===== config.mk =====
export PLATFORM = sky130hd
export DESIGN_NAME = mirrored_volume_address_map_top
export DESIGN_NICKNAME = d
export VERILOG_FILES = /design/src/mvam_pkg.sv /design/src/mvam_front.sv /design/src/mvam_fifo.sv /design/src/mvam_back.sv /design/src/mirrored_volume_address_map_top.sv
export SDC_FILE = /design/constraint.sdc
export NUM_CORES = 2
export LEC_CHECK = 0
export BUFFER_PORTS_ARGS = -buffer_cell sky130_fd_sc_hd__buf_2
export CAP_MARGIN = 15
export CORE_MARGIN = 10
export CORE_UTILIZATION = 57
export DETAILED_ROUTE_END_ITERATION = 8
export GPL_TIMING_DRIVEN = 0
export PLACE_DENSITY_LB_ADDON = 0.12
export SKIP_LAST_GASP = 1
export SYNTH_ARGS = -nofsm -noshare
export SYNTH_HDL_FRONTEND = slang
export SYNTH_SLANG_ARGS = --single-unit
export TNS_END_PERCENT = 50

===== constraint.sdc =====
create_clock -name clk -period 16 [get_ports clk]
set_input_delay 1.6 -clock clk [delete_from_list [all_inputs] [get_ports clk]]
set_output_delay 1.6 -clock clk [all_outputs]
set_load 0.1 [all_outputs]

===== src/mvam_pkg.sv =====
`timescale 1ns / 1ps
`default_nettype none
// ----------------------------------------------------------------------------
// mvam_pkg
// shared widths, codes and transaction types of the mirrored volume address map
// ----------------------------------------------------------------------------
package mvam_pkg;

    localparam int COORD_BITS = 23;
    localparam int SIZE_BITS  = 21;
    localparam int CNT_BITS   = 3;
    localparam int REP_BITS   = 2;
    localparam int MAX_MIRROR = 4;
    localparam int DIV_BITS   = COORD_BITS - 1;
    localparam int WIDE_BITS  = COORD_BITS + 3;
    localparam int STAT_BITS  = 3;
    localparam int IDX_BITS   = 3;
    localparam int FIFO_DEPTH = 4;
    localparam int FIFO_ABITS = 2;
    localparam int FIFO_CBITS = 3;
    localparam int IN_TDATA_BITS  = 136;
    localparam int OUT_TDATA_BITS = 80;

    localparam logic [STAT_BITS-1:0] ST_OK       = 3'd0;
    localparam logic [STAT_BITS-1:0] ST_BAD      = 3'd1;
    localparam logic [STAT_BITS-1:0] ST_MISALIGN = 3'd2;
    localparam logic [STAT_BITS-1:0] ST_CROSS    = 3'd3;
    localparam logic [STAT_BITS-1:0] ST_RANGE    = 3'd4;

    localparam logic [IDX_BITS-1:0] REG_ORIG_I   = 3'd0;
    localparam logic [IDX_BITS-1:0] REG_ORIG_J   = 3'd1;
    localparam logic [IDX_BITS-1:0] REG_ORIG_K   = 3'd2;
    localparam logic [IDX_BITS-1:0] REG_MIRROR_I = 3'd3;
    localparam logic [IDX_BITS-1:0] REG_MIRROR_J = 3'd4;
    localparam logic [IDX_BITS-1:0] REG_MIRROR_K = 3'd5;

    localparam logic KIND_READ  = 1'b0;
    localparam logic KIND_WRITE = 1'b1;

    typedef struct packed {
        logic                          kind;
        logic [2:0][COORD_BITS-1:0]    start;
        logic [2:0][SIZE_BITS-1:0]     size;
        logic [2:0]                    bad;
    } job_t;

    typedef struct packed {
        logic [2:0][SIZE_BITS-1:0]     orig;
        logic [2:0][CNT_BITS-1:0]      mcount;
    } cfg_t;

    typedef struct packed {
        logic [2:0][COORD_BITS-1:0]    start;
        logic [2:0][REP_BITS-1:0]      rep;
        logic [STAT_BITS-1:0]          status;
        logic                          last;
    } res_t;

endpackage
`default_nettype wire


===== src/mvam_front.sv =====
`timescale 1ns / 1ps
`default_nettype none
// ----------------------------------------------------------------------------
// mvam_front
// unpacks an input transaction and flags bad start or size per axis
// ----------------------------------------------------------------------------
module mvam_front
    import mvam_pkg::*;
(
    input  wire logic [IN_TDATA_BITS-1:0] tdata,
    input  wire logic                     tuser,
    output job_t                          job
);

    always_comb
    begin
        job.kind = tuser;
        for (int d = 0; d < 3; d++)
        begin
            job.start[d] = tdata[d*COORD_BITS +: COORD_BITS];
            job.size[d]  = tdata[3*COORD_BITS + d*SIZE_BITS +: SIZE_BITS];
            job.bad[d]   = job.start[d][COORD_BITS-1] || (job.size[d] == '0);
        end
    end

endmodule
`default_nettype wire


===== src/mvam_fifo.sv =====
`timescale 1ns / 1ps
`default_nettype none
// ----------------------------------------------------------------------------
// mvam_fifo
// short job queue between front and back
// ----------------------------------------------------------------------------
module mvam_fifo
    import mvam_pkg::*;
(
    input  wire logic                  clk,
    input  wire logic                  rst_n,
    input  wire logic                  push,
    input  wire job_t                  push_job,
    input  wire logic                  pop,
    output job_t                       pop_job,
    output logic [FIFO_CBITS-1:0]      count
);

    job_t                  mem_reg [FIFO_DEPTH];
    logic [FIFO_ABITS-1:0] wptr_reg, rptr_reg;
    logic [FIFO_CBITS-1:0] cnt_reg;

    always_ff @(posedge clk or negedge rst_n)
    begin
        if (!rst_n)
        begin
            wptr_reg <= '0;
            rptr_reg <= '0;
            cnt_reg  <= '0;
        end
        else
        begin
            if (push)
                wptr_reg <= wptr_reg + 1'b1;
            if (pop)
                rptr_reg <= rptr_reg + 1'b1;
            if (push && !pop)
                cnt_reg <= cnt_reg + 1'b1;
            else if (pop && !push)
                cnt_reg <= cnt_reg - 1'b1;
        end
    end

    always_ff @(posedge clk)
    begin
        if (push)
            mem_reg[wptr_reg] <= push_job;
    end

    assign pop_job = mem_reg[rptr_reg];
    assign count   = cnt_reg;

endmodule
`default_nettype wire


===== src/mvam_back.sv =====
`timescale 1ns / 1ps
`default_nettype none
// ----------------------------------------------------------------------------
// mvam_back
// read checks through bit-serial dividers, write replica sequencer, output register
// ----------------------------------------------------------------------------
module mvam_back
    import mvam_pkg::*;
(
    input  wire logic   clk,
    input  wire logic   rst_n,
    input  wire cfg_t   cfg,
    input  wire logic   job_avail,
    input  wire job_t   job,
    output logic        pop,
    output logic        out_valid,
    input  wire logic   out_ready,
    output res_t        out_res
);

    typedef enum logic [1:0] {B_IDLE, B_DIV, B_RDOUT, B_WROUT} bstate_t;

    localparam logic signed [WIDE_BITS-1:0] W_CMAX = WIDE_BITS'(2**(COORD_BITS-1) - 1);
    localparam logic signed [WIDE_BITS-1:0] W_CMIN = -W_CMAX - 1;
    localparam logic [4:0] DIV_LAST = 5'(DIV_BITS - 1);

    bstate_t                          state_reg;
    job_t                             job_reg;
    logic [2:0][DIV_BITS-1:0]         dvd_reg;
    logic [2:0][SIZE_BITS-1:0]        rems_reg, remo_reg;
    logic [2:0][DIV_BITS-1:0]         quo_reg;
    logic [4:0]                       step_reg;
    logic [2:0][REP_BITS-1:0]         rep_reg;
    logic                             out_valid_reg;
    res_t                             out_reg;

    logic                             slot_free;
    logic                             out_load;
    logic [2:0][CNT_BITS-1:0]         cnt;
    logic                             any_zero;
    logic [2:0]                       at_end;
    logic [2:0][SIZE_BITS-1:0]        rems_next, remo_next;
    logic [2:0]                       qbit;
    res_t                             rd_res, wr_res;

    assign slot_free = !out_valid_reg || out_ready;
    assign out_load  = slot_free && ((state_reg == B_RDOUT) || (state_reg == B_WROUT));

    // bit-serial restoring division steps
    always_comb
    begin
        logic [DIV_BITS-1:0] sh;
        for (int d = 0; d < 3; d++)
        begin
            sh = {rems_reg[d], dvd_reg[d][DIV_BITS-1]};
            if (sh >= DIV_BITS'(job_reg.size[d]))
                rems_next[d] = SIZE_BITS'(sh - DIV_BITS'(job_reg.size[d]));
            else
                rems_next[d] = SIZE_BITS'(sh);
            sh = {remo_reg[d], dvd_reg[d][DIV_BITS-1]};
            qbit[d] = (sh >= DIV_BITS'(cfg.orig[d]));
            if (qbit[d])
                remo_next[d] = SIZE_BITS'(sh - DIV_BITS'(cfg.orig[d]));
            else
                remo_next[d] = SIZE_BITS'(sh);
        end
    end

    // read result
    always_comb
    begin
        logic [2:0][STAT_BITS-1:0] ax;
        logic [DIV_BITS-1:0]       span;
        rd_res        = '0;
        rd_res.last   = 1'b1;
        rd_res.status = ST_OK;
        for (int d = 0; d < 3; d++)
        begin
            span = DIV_BITS'(remo_reg[d]) + DIV_BITS'(job_reg.size[d]);
            if (job_reg.bad[d])
                ax[d] = ST_BAD;
            else if (rems_reg[d] != '0)
                ax[d] = ST_MISALIGN;
            else if (cfg.orig[d] == '0)
                ax[d] = ST_RANGE;
            else if (span > DIV_BITS'(cfg.orig[d]))
                ax[d] = ST_CROSS;
            else if (quo_reg[d] >= DIV_BITS'(MAX_MIRROR))
                ax[d] = ST_RANGE;
            else
                ax[d] = ST_OK;
        end
        if (ax[0] != ST_OK)
            rd_res.status = ax[0];
        else if (ax[1] != ST_OK)
            rd_res.status = ax[1];
        else if (ax[2] != ST_OK)
            rd_res.status = ax[2];
        if (rd_res.status == ST_OK)
        begin
            for (int d = 0; d < 3; d++)
            begin
                rd_res.rep[d] = quo_reg[d][REP_BITS-1:0];
                if (quo_reg[d][0])
                    rd_res.start[d] = COORD_BITS'(cfg.orig[d]) - COORD_BITS'(remo_reg[d])
                                      - COORD_BITS'(job_reg.size[d]);
                else
                    rd_res.start[d] = COORD_BITS'(remo_reg[d]);
            end
        end
    end

    // write result for the current replica
    always_comb
    begin
        logic [CNT_BITS-1:0]          k;
        logic [WIDE_BITS-1:0]         prod;
        logic signed [WIDE_BITS-1:0]  v, s, sz;
        wr_res        = '0;
        wr_res.status = ST_OK;
        wr_res.rep    = rep_reg;
        for (int d = 0; d < 3; d++)
        begin
            k    = rep_reg[d][0] ? CNT_BITS'(rep_reg[d]) + 1'b1 : CNT_BITS'(rep_reg[d]);
            prod = WIDE_BITS'(cfg.orig[d]) * WIDE_BITS'(k);
            s    = WIDE_BITS'($signed(job_reg.start[d]));
            sz   = WIDE_BITS'(job_reg.size[d]);
            if (rep_reg[d][0])
                v = $signed(prod) - s - sz;
            else
                v = $signed(prod) + s;
            if (v > W_CMAX)
            begin
                v = W_CMAX;
                wr_res.status = ST_RANGE;
            end
            if (v < W_CMIN)
            begin
                v = W_CMIN;
                wr_res.status = ST_RANGE;
            end
            wr_res.start[d] = COORD_BITS'(v);
        end
        wr_res.last = &at_end;
    end

    always_comb
    begin
        any_zero = 1'b0;
        for (int d = 0; d < 3; d++)
        begin
            cnt[d]    = (cfg.mcount[d] > CNT_BITS'(MAX_MIRROR)) ? CNT_BITS'(MAX_MIRROR)
                                                                : cfg.mcount[d];
            any_zero  = any_zero || (cnt[d] == '0);
            at_end[d] = (CNT_BITS'(rep_reg[d]) == cnt[d] - 1'b1);
        end
    end

    assign pop = (state_reg == B_IDLE) && job_avail;

    always_ff @(posedge clk or negedge rst_n)
    begin
        if (!rst_n)
        begin
            state_reg     <= B_IDLE;
            out_valid_reg <= 1'b0;
            out_reg       <= '0;
            step_reg      <= '0;
        end
        else
        begin
            out_valid_reg <= out_load || (out_valid_reg && !out_ready);
            unique case (state_reg)
                B_IDLE:
                begin
                    if (job_avail)
                    begin
                        step_reg <= '0;
                        if (job.kind == KIND_READ)
                            state_reg <= B_DIV;
                        else if (!any_zero)
                            state_reg <= B_WROUT;
                    end
                end
                B_DIV:
                begin
                    step_reg <= step_reg + 1'b1;
                    if (step_reg == DIV_LAST)
                        state_reg <= B_RDOUT;
                end
                B_RDOUT:
                begin
                    if (slot_free)
                    begin
                        out_reg   <= rd_res;
                        state_reg <= B_IDLE;
                    end
                end
                B_WROUT:
                begin
                    if (slot_free)
                    begin
                        out_reg <= wr_res;
                        if (&at_end)
                            state_reg <= B_IDLE;
                    end
                end
                default:
                    state_reg <= B_IDLE;
            endcase
        end
    end

    always_ff @(posedge clk)
    begin
        if (pop)
        begin
            job_reg  <= job;
            rep_reg  <= '0;
            rems_reg <= '0;
            remo_reg <= '0;
            quo_reg  <= '0;
            for (int d = 0; d < 3; d++)
                dvd_reg[d] <= job.start[d][DIV_BITS-1:0];
        end
        if (state_reg == B_DIV)
        begin
            rems_reg <= rems_next;
            remo_reg <= remo_next;
            for (int d = 0; d < 3; d++)
            begin
                dvd_reg[d] <= {dvd_reg[d][DIV_BITS-2:0], 1'b0};
                quo_reg[d] <= {quo_reg[d][DIV_BITS-2:0], qbit[d]};
            end
        end
        if (state_reg == B_WROUT && slot_free)
        begin
            if (!at_end[2])
                rep_reg[2] <= rep_reg[2] + 1'b1;
            else
            begin
                rep_reg[2] <= '0;
                if (!at_end[1])
                    rep_reg[1] <= rep_reg[1] + 1'b1;
                else
                begin
                    rep_reg[1] <= '0;
                    rep_reg[0] <= rep_reg[0] + 1'b1;
                end
            end
        end
    end

    assign out_valid = out_valid_reg;
    assign out_res   = out_reg;

endmodule
`default_nettype wire


===== src/mirrored_volume_address_map_top.sv =====
`timescale 1ns / 1ps
`default_nettype none
// ----------------------------------------------------------------------------
// mirrored_volume_address_map_top
// maps box accesses on a mirrored volume onto the original volume
// ----------------------------------------------------------------------------
// read: 1 result, produced by dequeue, 22 bit-serial divider steps and the output
//   register load; the back end takes no new job until that result is loaded
// write: one result per cycle per replica while the output is not stalled, up to 64;
//   the back end takes no new job until the last replica result is loaded
// a 4-entry job queue lets input transactions be taken while the back end works
// reset: asynchronous, active low; sizes and mirror counts reset to 1, queue empty
// ----------------------------------------------------------------------------
module mirrored_volume_address_map_top
    import mvam_pkg::*;
(
    input  wire logic                      clk,
    input  wire logic                      rst_n,
    input  wire logic                      cfg_we,
    input  wire logic [IDX_BITS-1:0]       cfg_addr,
    input  wire logic [SIZE_BITS-1:0]      cfg_wdata,
    input  wire logic                      s_axis_tvalid,
    output logic                           s_axis_tready,
    // start_i, start_j, start_k, size_i, size_j, size_k, zero fill
    input  wire logic [IN_TDATA_BITS-1:0]  s_axis_tdata,
    // kind
    input  wire logic                      s_axis_tuser,
    output logic                           m_axis_tvalid,
    input  wire logic                      m_axis_tready,
    // mapped_start_i, mapped_start_j, mapped_start_k, replica_i, replica_j,
    // replica_k, status, zero fill
    output logic [OUT_TDATA_BITS-1:0]      m_axis_tdata,
    output logic                           m_axis_tlast
);

    cfg_t                  cfg_reg;
    job_t                  in_job, q_job;
    logic                  push, pop;
    logic [FIFO_CBITS-1:0] q_count;
    res_t                  res;

    always_ff @(posedge clk or negedge rst_n)
    begin
        if (!rst_n)
        begin
            for (int d = 0; d < 3; d++)
            begin
                cfg_reg.orig[d]   <= SIZE_BITS'(1);
                cfg_reg.mcount[d] <= CNT_BITS'(1);
            end
        end
        else if (cfg_we)
        begin
            unique case (cfg_addr)
                REG_ORIG_I:   cfg_reg.orig[0]   <= cfg_wdata;
                REG_ORIG_J:   cfg_reg.orig[1]   <= cfg_wdata;
                REG_ORIG_K:   cfg_reg.orig[2]   <= cfg_wdata;
                REG_MIRROR_I: cfg_reg.mcount[0] <= cfg_wdata[CNT_BITS-1:0];
                REG_MIRROR_J: cfg_reg.mcount[1] <= cfg_wdata[CNT_BITS-1:0];
                REG_MIRROR_K: cfg_reg.mcount[2] <= cfg_wdata[CNT_BITS-1:0];
                default:      ;
            endcase
        end
    end

    assign s_axis_tready = (q_count != FIFO_CBITS'(FIFO_DEPTH));
    assign push          = s_axis_tvalid && s_axis_tready;

    mvam_front u_front
    (
        .tdata (s_axis_tdata),
        .tuser (s_axis_tuser),
        .job   (in_job)
    );

    mvam_fifo u_fifo
    (
        .clk      (clk),
        .rst_n    (rst_n),
        .push     (push),
        .push_job (in_job),
        .pop      (pop),
        .pop_job  (q_job),
        .count    (q_count)
    );

    mvam_back u_back
    (
        .clk       (clk),
        .rst_n     (rst_n),
        .cfg       (cfg_reg),
        .job_avail (q_count != '0),
        .job       (q_job),
        .pop       (pop),
        .out_valid (m_axis_tvalid),
        .out_ready (m_axis_tready),
        .out_res   (res)
    );

    assign m_axis_tdata = {2'b00, res.status, res.rep[2], res.rep[1], res.rep[0],
                           res.start[2], res.start[1], res.start[0]};
    assign m_axis_tlast = res.last;

    // the back end never dequeues from an empty queue
    a_pop_nonempty: assert property (@(posedge clk) disable iff (!rst_n)
        pop |-> (q_count != '0))
        else $error("dequeue from empty job queue");

    // input stalls only when the queue is full
    a_stall_full: assert property (@(posedge clk) disable iff (!rst_n)
        !s_axis_tready |-> (q_count == FIFO_CBITS'(FIFO_DEPTH)))
        else $error("input stalled with room in the queue");

    // a queue entry taken without a push cannot leave the count unchanged
    a_count_step: assert property (@(posedge clk) disable iff (!rst_n)
        (pop && !push) |=> (q_count == $past(q_count) - 1'b1))
        else $error("queue count out of step");

endmodule
`default_nettype wire

* Word level (Yosys, flattened, before mapping)
Memories as Yosys holds them, arrays and structs flattened.
Cells that the tools add are included.
** Word-level totals
- Output and inout port bits :: 83
- Flip-flop bits (word level) :: 565
- Memories kept :: 1
- RAM bits :: 544
- Input bits :: 166
** Operators by class
- Multiplexer cells :: 79
- Equal/unequal tests :: 19
- Add/subtract/negate cells :: 38
- Order comparisons :: 21
- Multiply operators :: 3
- Reductions and logical operators :: 53
** Memory list
- u_fifo.mem_reg :: words 4, bits a word 136, read ports 1, clocked after memory_dff 0, write ports 1, RTL line mvam_fifo.sv:19 : job_t mem_reg [FIFO_DEPTH];
** Operators with widths (count)
- $mux W66 :: 4
- $mux W63 :: 3
- $mux W79 :: 2
- $pmux W79 S2 :: 1
- $mux W26 :: 6
- $mux W23 :: 6
- $ge A22 B21 Y1 :: 6
- $logic_not A21 Y1 :: 6
- $mux W21 :: 6
- $sub A21 B21 Y21 :: 6
- $mux W3 :: 32
- $add A25 B23 Y26 :: 3
- $gt A26 B23 Y1 const B :: 3
- $lt A26 B23 Y1 const B :: 3
- $sub A25 B23 Y26 :: 3
- $sub A26 B22 Y26 :: 3
- $mux W75 :: 1
- $mul A21 B3 Y24 :: 3
- $sub A23 B21 Y23 :: 3
- $add A21 B21 Y22 :: 3
- $ge A22 B3 Y1 const B :: 3
- $gt A22 B21 Y1 :: 3
- $sub A21 B21 Y22 :: 3
- $reduce_bool A21 Y1 :: 3
- other kinds (32) :: 98

* Longest topological paths before layout
- Depth in word-level cells :: 16
- Mapped depth :: 34
- Gate-level depth less buffers :: 32

* Cells and area by module
A second synthesis with hierarchy kept.
** Unflattened totals
- Cells, all modules :: 6793
- Area, all modules :: 74519.0 µm²
** Modules (own cells, without submodules)
- mvam_back :: cells an instance 5730, instances 1, area each 50210.7 µm², sequential area each 14088.5 µm²
- mvam_fifo :: cells an instance 743, instances 1, area each 20126.8 µm², sequential area each 16510.8 µm²
- mirrored_volume_address_map_top :: cells an instance 163, instances 1, area each 2999.1 µm², sequential area each 1809.2 µm²
- mvam_front :: cells an instance 157, instances 1, area each 1182.4 µm², sequential area each 0.0 µm²

* Worst setup path after synthesis
Ideal clock, no wire load.
- Kind :: register -> register
- Start point :: reg u_back.rep_reg[3] in the netlist's numbering
- End point :: reg u_back.out_reg, in the netlist u_back.out_res[36]
- Path slack :: 9.282 ns
- Arrival time :: 6.577 ns
- Stages on the path, launching flop included :: 31
- Period minus slack after synthesis :: 6.718 ns
- Path buffers :: 2
- Library setup time :: 0.141 ns
- Cell sequence :: dfxtp_1 -> ha_1 -> clkbuf_1 -> and2_1 -> ha_1 -> ha_1 -> fa_1 -> a21o_1 -> a21oi_1 -> o21bai_1 -> a21oi_1 -> o21ai_0 -> a211oi_1 -> o21ai_0 -> a31oi_1 -> xnor2_1 -> inv_1 -> fa_1 -> inv_1 -> ha_1 -> a211oi_1 -> nand3_1 -> o31ai_1 -> o21ai_1 -> a21oi_1 -> xor2_1 -> a221oi_1 -> a31oi_2 -> buf_2 -> a311oi_1 -> o221ai_1
** On the way
- Longest elaborated chain between the ends :: 12
- Elaborated cells on any way between the ends :: 13
- Classes of those cells :: add/sub: 4; mul: 1; order compare: 2; mux: 6
** Ends and longest elaborated chain
- start, declared :: RTL line mvam_back.sv:33 : logic [2:0][REP_BITS-1:0] rep_reg;
- $add A2 B1 Y3 :: RTL line mvam_back.sv:124 : k = rep_reg[d][0] ? CNT_BITS'(rep_reg[d]) + 1'b1 : CNT_BITS'(rep_reg[d]);
- $mux W3 (*) :: RTL line mvam_back.sv:124
- $mul A21 B3 Y24 (*) :: RTL line mvam_back.sv:125 : prod = WIDE_BITS'(cfg.orig[d]) * WIDE_BITS'(k);
- $sub A25 B23 Y26 :: RTL line mvam_back.sv:129 : v = $signed(prod) - s - sz;
- $sub A26 B22 Y26 :: RTL line mvam_back.sv:129
- $mux W26 (*) :: RTL line mvam_back.sv:128 : if (rep_reg[d][0])
- $gt A26 B23 Y1 :: RTL line mvam_back.sv:132 : if (v > W_CMAX)
- $mux W26 (*) :: RTL line mvam_back.sv:132
- $lt A26 B23 Y1 :: RTL line mvam_back.sv:137 : if (v < W_CMIN)
- $mux W23 (*) :: RTL line mvam_back.sv:137
- $mux W79 (*) :: RTL line mvam_back.sv:201 : if (slot_free)
- $pmux W79 S2 (*) :: RTL line mvam_back.sv:173 : unique case (state_reg)
- end signal, assigned :: RTL line mvam_back.sv:195 : out_reg <= rd_res;
- end signal, assigned :: RTL line mvam_back.sv:203 : out_reg <= wr_res;
- end, declared :: RTL line mvam_back.sv:35 : res_t out_reg;
Every way passes the cells marked *; elsewhere a longest branch is shown, timed or not. The select of a mux whose other input is x is not followed.
A chain may end at the register's enable or synchronous reset.

* Worst setup path in the final report
- Start point :: reg u_back.rep_reg[3] in the netlist's numbering
- End point :: reg u_back.out_reg, in the netlist u_back.out_res[54]
Same word-level chain as after synthesis.

==> metrics.md <==
| Metric | Value |
|---|---|
| Status | `completed` |
| Setup crit end kind | `flip-flop` |
| WL/cell | `roughly 26 µm` |
| Required @ worst endpoint | `16.59 ns` |
| Detailed Route WL | `roughly 230000 µm` |
| Slowest CP cell | `a221oi_1` |
| Core area | `around 130000 µm²` |
| Cell variety after synth | `95` |
| Via/cell ratio | `~6.3` |
| Placed Instance Area | `~76000 µm²` |
| Maximum number of pins on one net before global-route repair | `between 100 and 150` |
| Max stage delay on crit path | `between 0.5 and 0.6 ns` |
| Critical Path AT | `9.70 ns` |
| Clock sink total | `roughly 1100` |
| DRT Pass-1 Iters | `6` |
| CTS resizes | `0` |
| Type of the worst min-delay path | `flip-flop to flip-flop` |
| Initial Util | `0.575` |
| Commonest cells after routing, fill and taps aside | `936 x edfxtp_1, 667 x ha_1, 516 x nor2_1, 490 x inv_1, 398 x a21oi_1` |
| Cts bufs inserted | `between 100 and 150` |
| Clock Latency Late Sink | `just under 0.8 ns` |
| Vias in the first global route | `53400` |
| Share of layout cells above drive strength 1 | `0.0985` |
| CTS tree | `built` |
| Min Tclk post-route | `9.10 ns` |
| Post-route cell area | `around 80000 µm²` |
| Fin crit share | `0.569` |
| Dpl hpwl | `182000 µm` |
| Synth top area share | `0.388` |
| Die X | `around 380 µm` |
| Commonest non-fill, non-tap cell in the layout | `edfxtp_1` |
| First-pass GRT wire length | `between 300000 and 400000 µm` |
| 1st-iter DRT viols | `~5300` |
| Initial antenna violation count | `13` |
| Critical path peak fanout | `10` |
| Ys Warns | `0` |
| Final ANT Viol Nets | `0` |
| Die Height | `377 µm` |
| Clock buffer depth | `3` |
| Die ar. | `roughly 140000 µm²` |
| H-tree levels | `3` |
| Avg Synthesized Cell Area | `between 10 and 15 µm²` |
| Multi-input logic area | `about 38000 µm²` |
| Post-CTS Repair Setup Buffers | `0` |
| Max frequency | `roughly 110 MHz` |
| CP Launch Type | `flip-flop` |
| IO Count | `around 250` |
| Worst Tran Pin Value | `1.29 ns` |
| Cell taking the most area after synthesis | `edfxtp_1` |
| Number of flip-flops in the largest register | `544` |
| Register area | `32400 µm²` |
| Top post-synthesis cells by area | `edfxtp_1 39%, ha_1 12%, dfrtp_1 5.5%` |
| Post-synth ARST share | `0.150` |
| Clk slew on worst S/H paths | `approximately 0.07 ns` |
| Final setup viols | `0` |
| Nets | `just under 8000` |
| Final slew viol count | `0` |
| Gr ovfl total | `0` |
| Port bufs | `242` |
| Fin Clk Skew | `around 0.08 ns` |
| Max_slew headroom | `0.143` |
| Total GRT Usage | `0.317` |
| Drt drc | `0` |
| GPL Wtd Cong | `1.03` |
| CTS Hold Bufs | `0` |
| Post-Synthesis Cells | `~6600` |
| Setup TNS Final | `0 ns` |
| #FFs+latches synth | `approximately 1100` |
| Crit path top cell by count | `ha_1` |
| RSZ-0062 raised after global routing | `no` |
| Max_cap viols | `0` |
| Post-synth EDFFs | `936` |
| Root cell of the clock tree | `clkbuf_16` |
| Mapped cell area | `72500 µm²` |
| Num rows | `between 100 and 150` |
| Seq/Total Area, Yosys | `0.447` |
| Crit Path Category | `flip-flop to flip-flop` |
| Area Overhead vs Synth | `10.7%` |
| DR vias | `about 56000` |
| Filler cells | `10000` |
| Final Hold Vio Count | `0` |
| Main flop type after synthesis | `edfxtp_1` |
## worst max-delay path, delay by kind of cell (launching register included)
| family | cells | cell delay, ns |
|---|---|---|
| XOR/XNOR | 2 | 0.31 |
| AO/OA/AOI/OAI | 16 | 4.63 |
| AND/OR/NAND/NOR | 2 | 0.36 |
| flip-flops | 1 | 0.46 |
| adder cells (fa/ha/maj) | 6 | 2.20 |
| buffers and inverters | 4 | 0.91 |
## cells in the mapped netlist (all sizes together), types with 32 or more instances
cell type    n
a21oi      398
o21a        77
xor2       128
nor2b       68
nand3      120
o21bai      43
a21o       147
dfrtp      160
inv        491
mux2i      135
xnor2      273
and2       198
a211oi     113
nor3       124
nand2      369
clkbuf     145
mux4       136
nand4       56
ha         667
a22o        68
nand2b      72
edfxtp     936
o211ai      63
or3         47
o21ai      346
a31oi       44
or2         32
nor2       516
and3        49
nor4        65
fa          85
a22oi       33
buf         42
## logic make-up after synthesis
family                     after synthesis  share of synthesized area
AOI/OAI and AO/OA                     1598                      0.145
xor gates and xnor gates               401                     0.0484
adders and majority gates              752                      0.139
buffers and inverters                  678                     0.0355
DFF                                   1109                      0.447
muxes                                  288                     0.0635
other                                    1                  0.0000517
and+or+nand+nor                       1787                      0.122
## final timing paths
check / from / end / slack [ns] / depth (start not counted)
worst min-delay path: u_back.out_res[55]$_DFFE_PN0P_ / u_back.out_res[55]$_DFFE_PN0P_ / 0.48 / 2
max in group asynchronous: rst_n / u_back.out_res[13]$_DFFE_PN0P_ / 14.12 / 2
worst max register to register: u_back.rep_reg[3]$_DFF_P_ / u_back.out_res[54]$_DFFE_PN0P_ / 6.90 / 30
min in group asynchronous: rst_n / u_back.out_res[57]$_DFFE_PN0P_ / 0.82 / 1
worst max-delay path: u_back.rep_reg[3]$_DFF_P_ / u_back.out_res[54]$_DFFE_PN0P_ / 6.90 / 30
worst min register to register: u_back.out_res[55]$_DFFE_PN0P_ / u_back.out_res[55]$_DFFE_PN0P_ / 0.48 / 2
## layout make-up
class	count	area share
repair buffers	271	0.0227
multi-input cells	4828	0.468
diodes	6	0.000187
clock buffers	153	0.0393
clock inverters	65	0.00825
flip-flops and latches	1109	0.404
plain buffers	187	0.00923
well taps	1650	0.0257
inverters	491	0.0231
## per-stage QoR
step | hold WS, ns | utilization | cells | worst slack [ns]
3_5_place_dp | 0.475 | 0.606 | 8533 | 7.11
5_1_grt | 0.528 | 0.637 | 8755 | 6.38
6_report | 0.484 | 0.637 | 8760 | 6.90
3_3_place_gp | 0.464 | 0.601 | 8507 | 5.38
2_1_floorplan | 0.464 | - | 6615 | 9.28
4_1_cts | 0.483 | 0.636 | 8751 | 7.04
## metal layers
layer  GRT usage  wire, µm  vias up
li1            -         -    25500
met2       0.486    102000     2290
met4       0.128     10400        2
met5           0        12        -
met3      0.0600     21300      381
met1       0.445     97100    27400
Power is not shown: default switching activity piles up to over one toggle a cycle in this logic, so the estimate is an artifact.
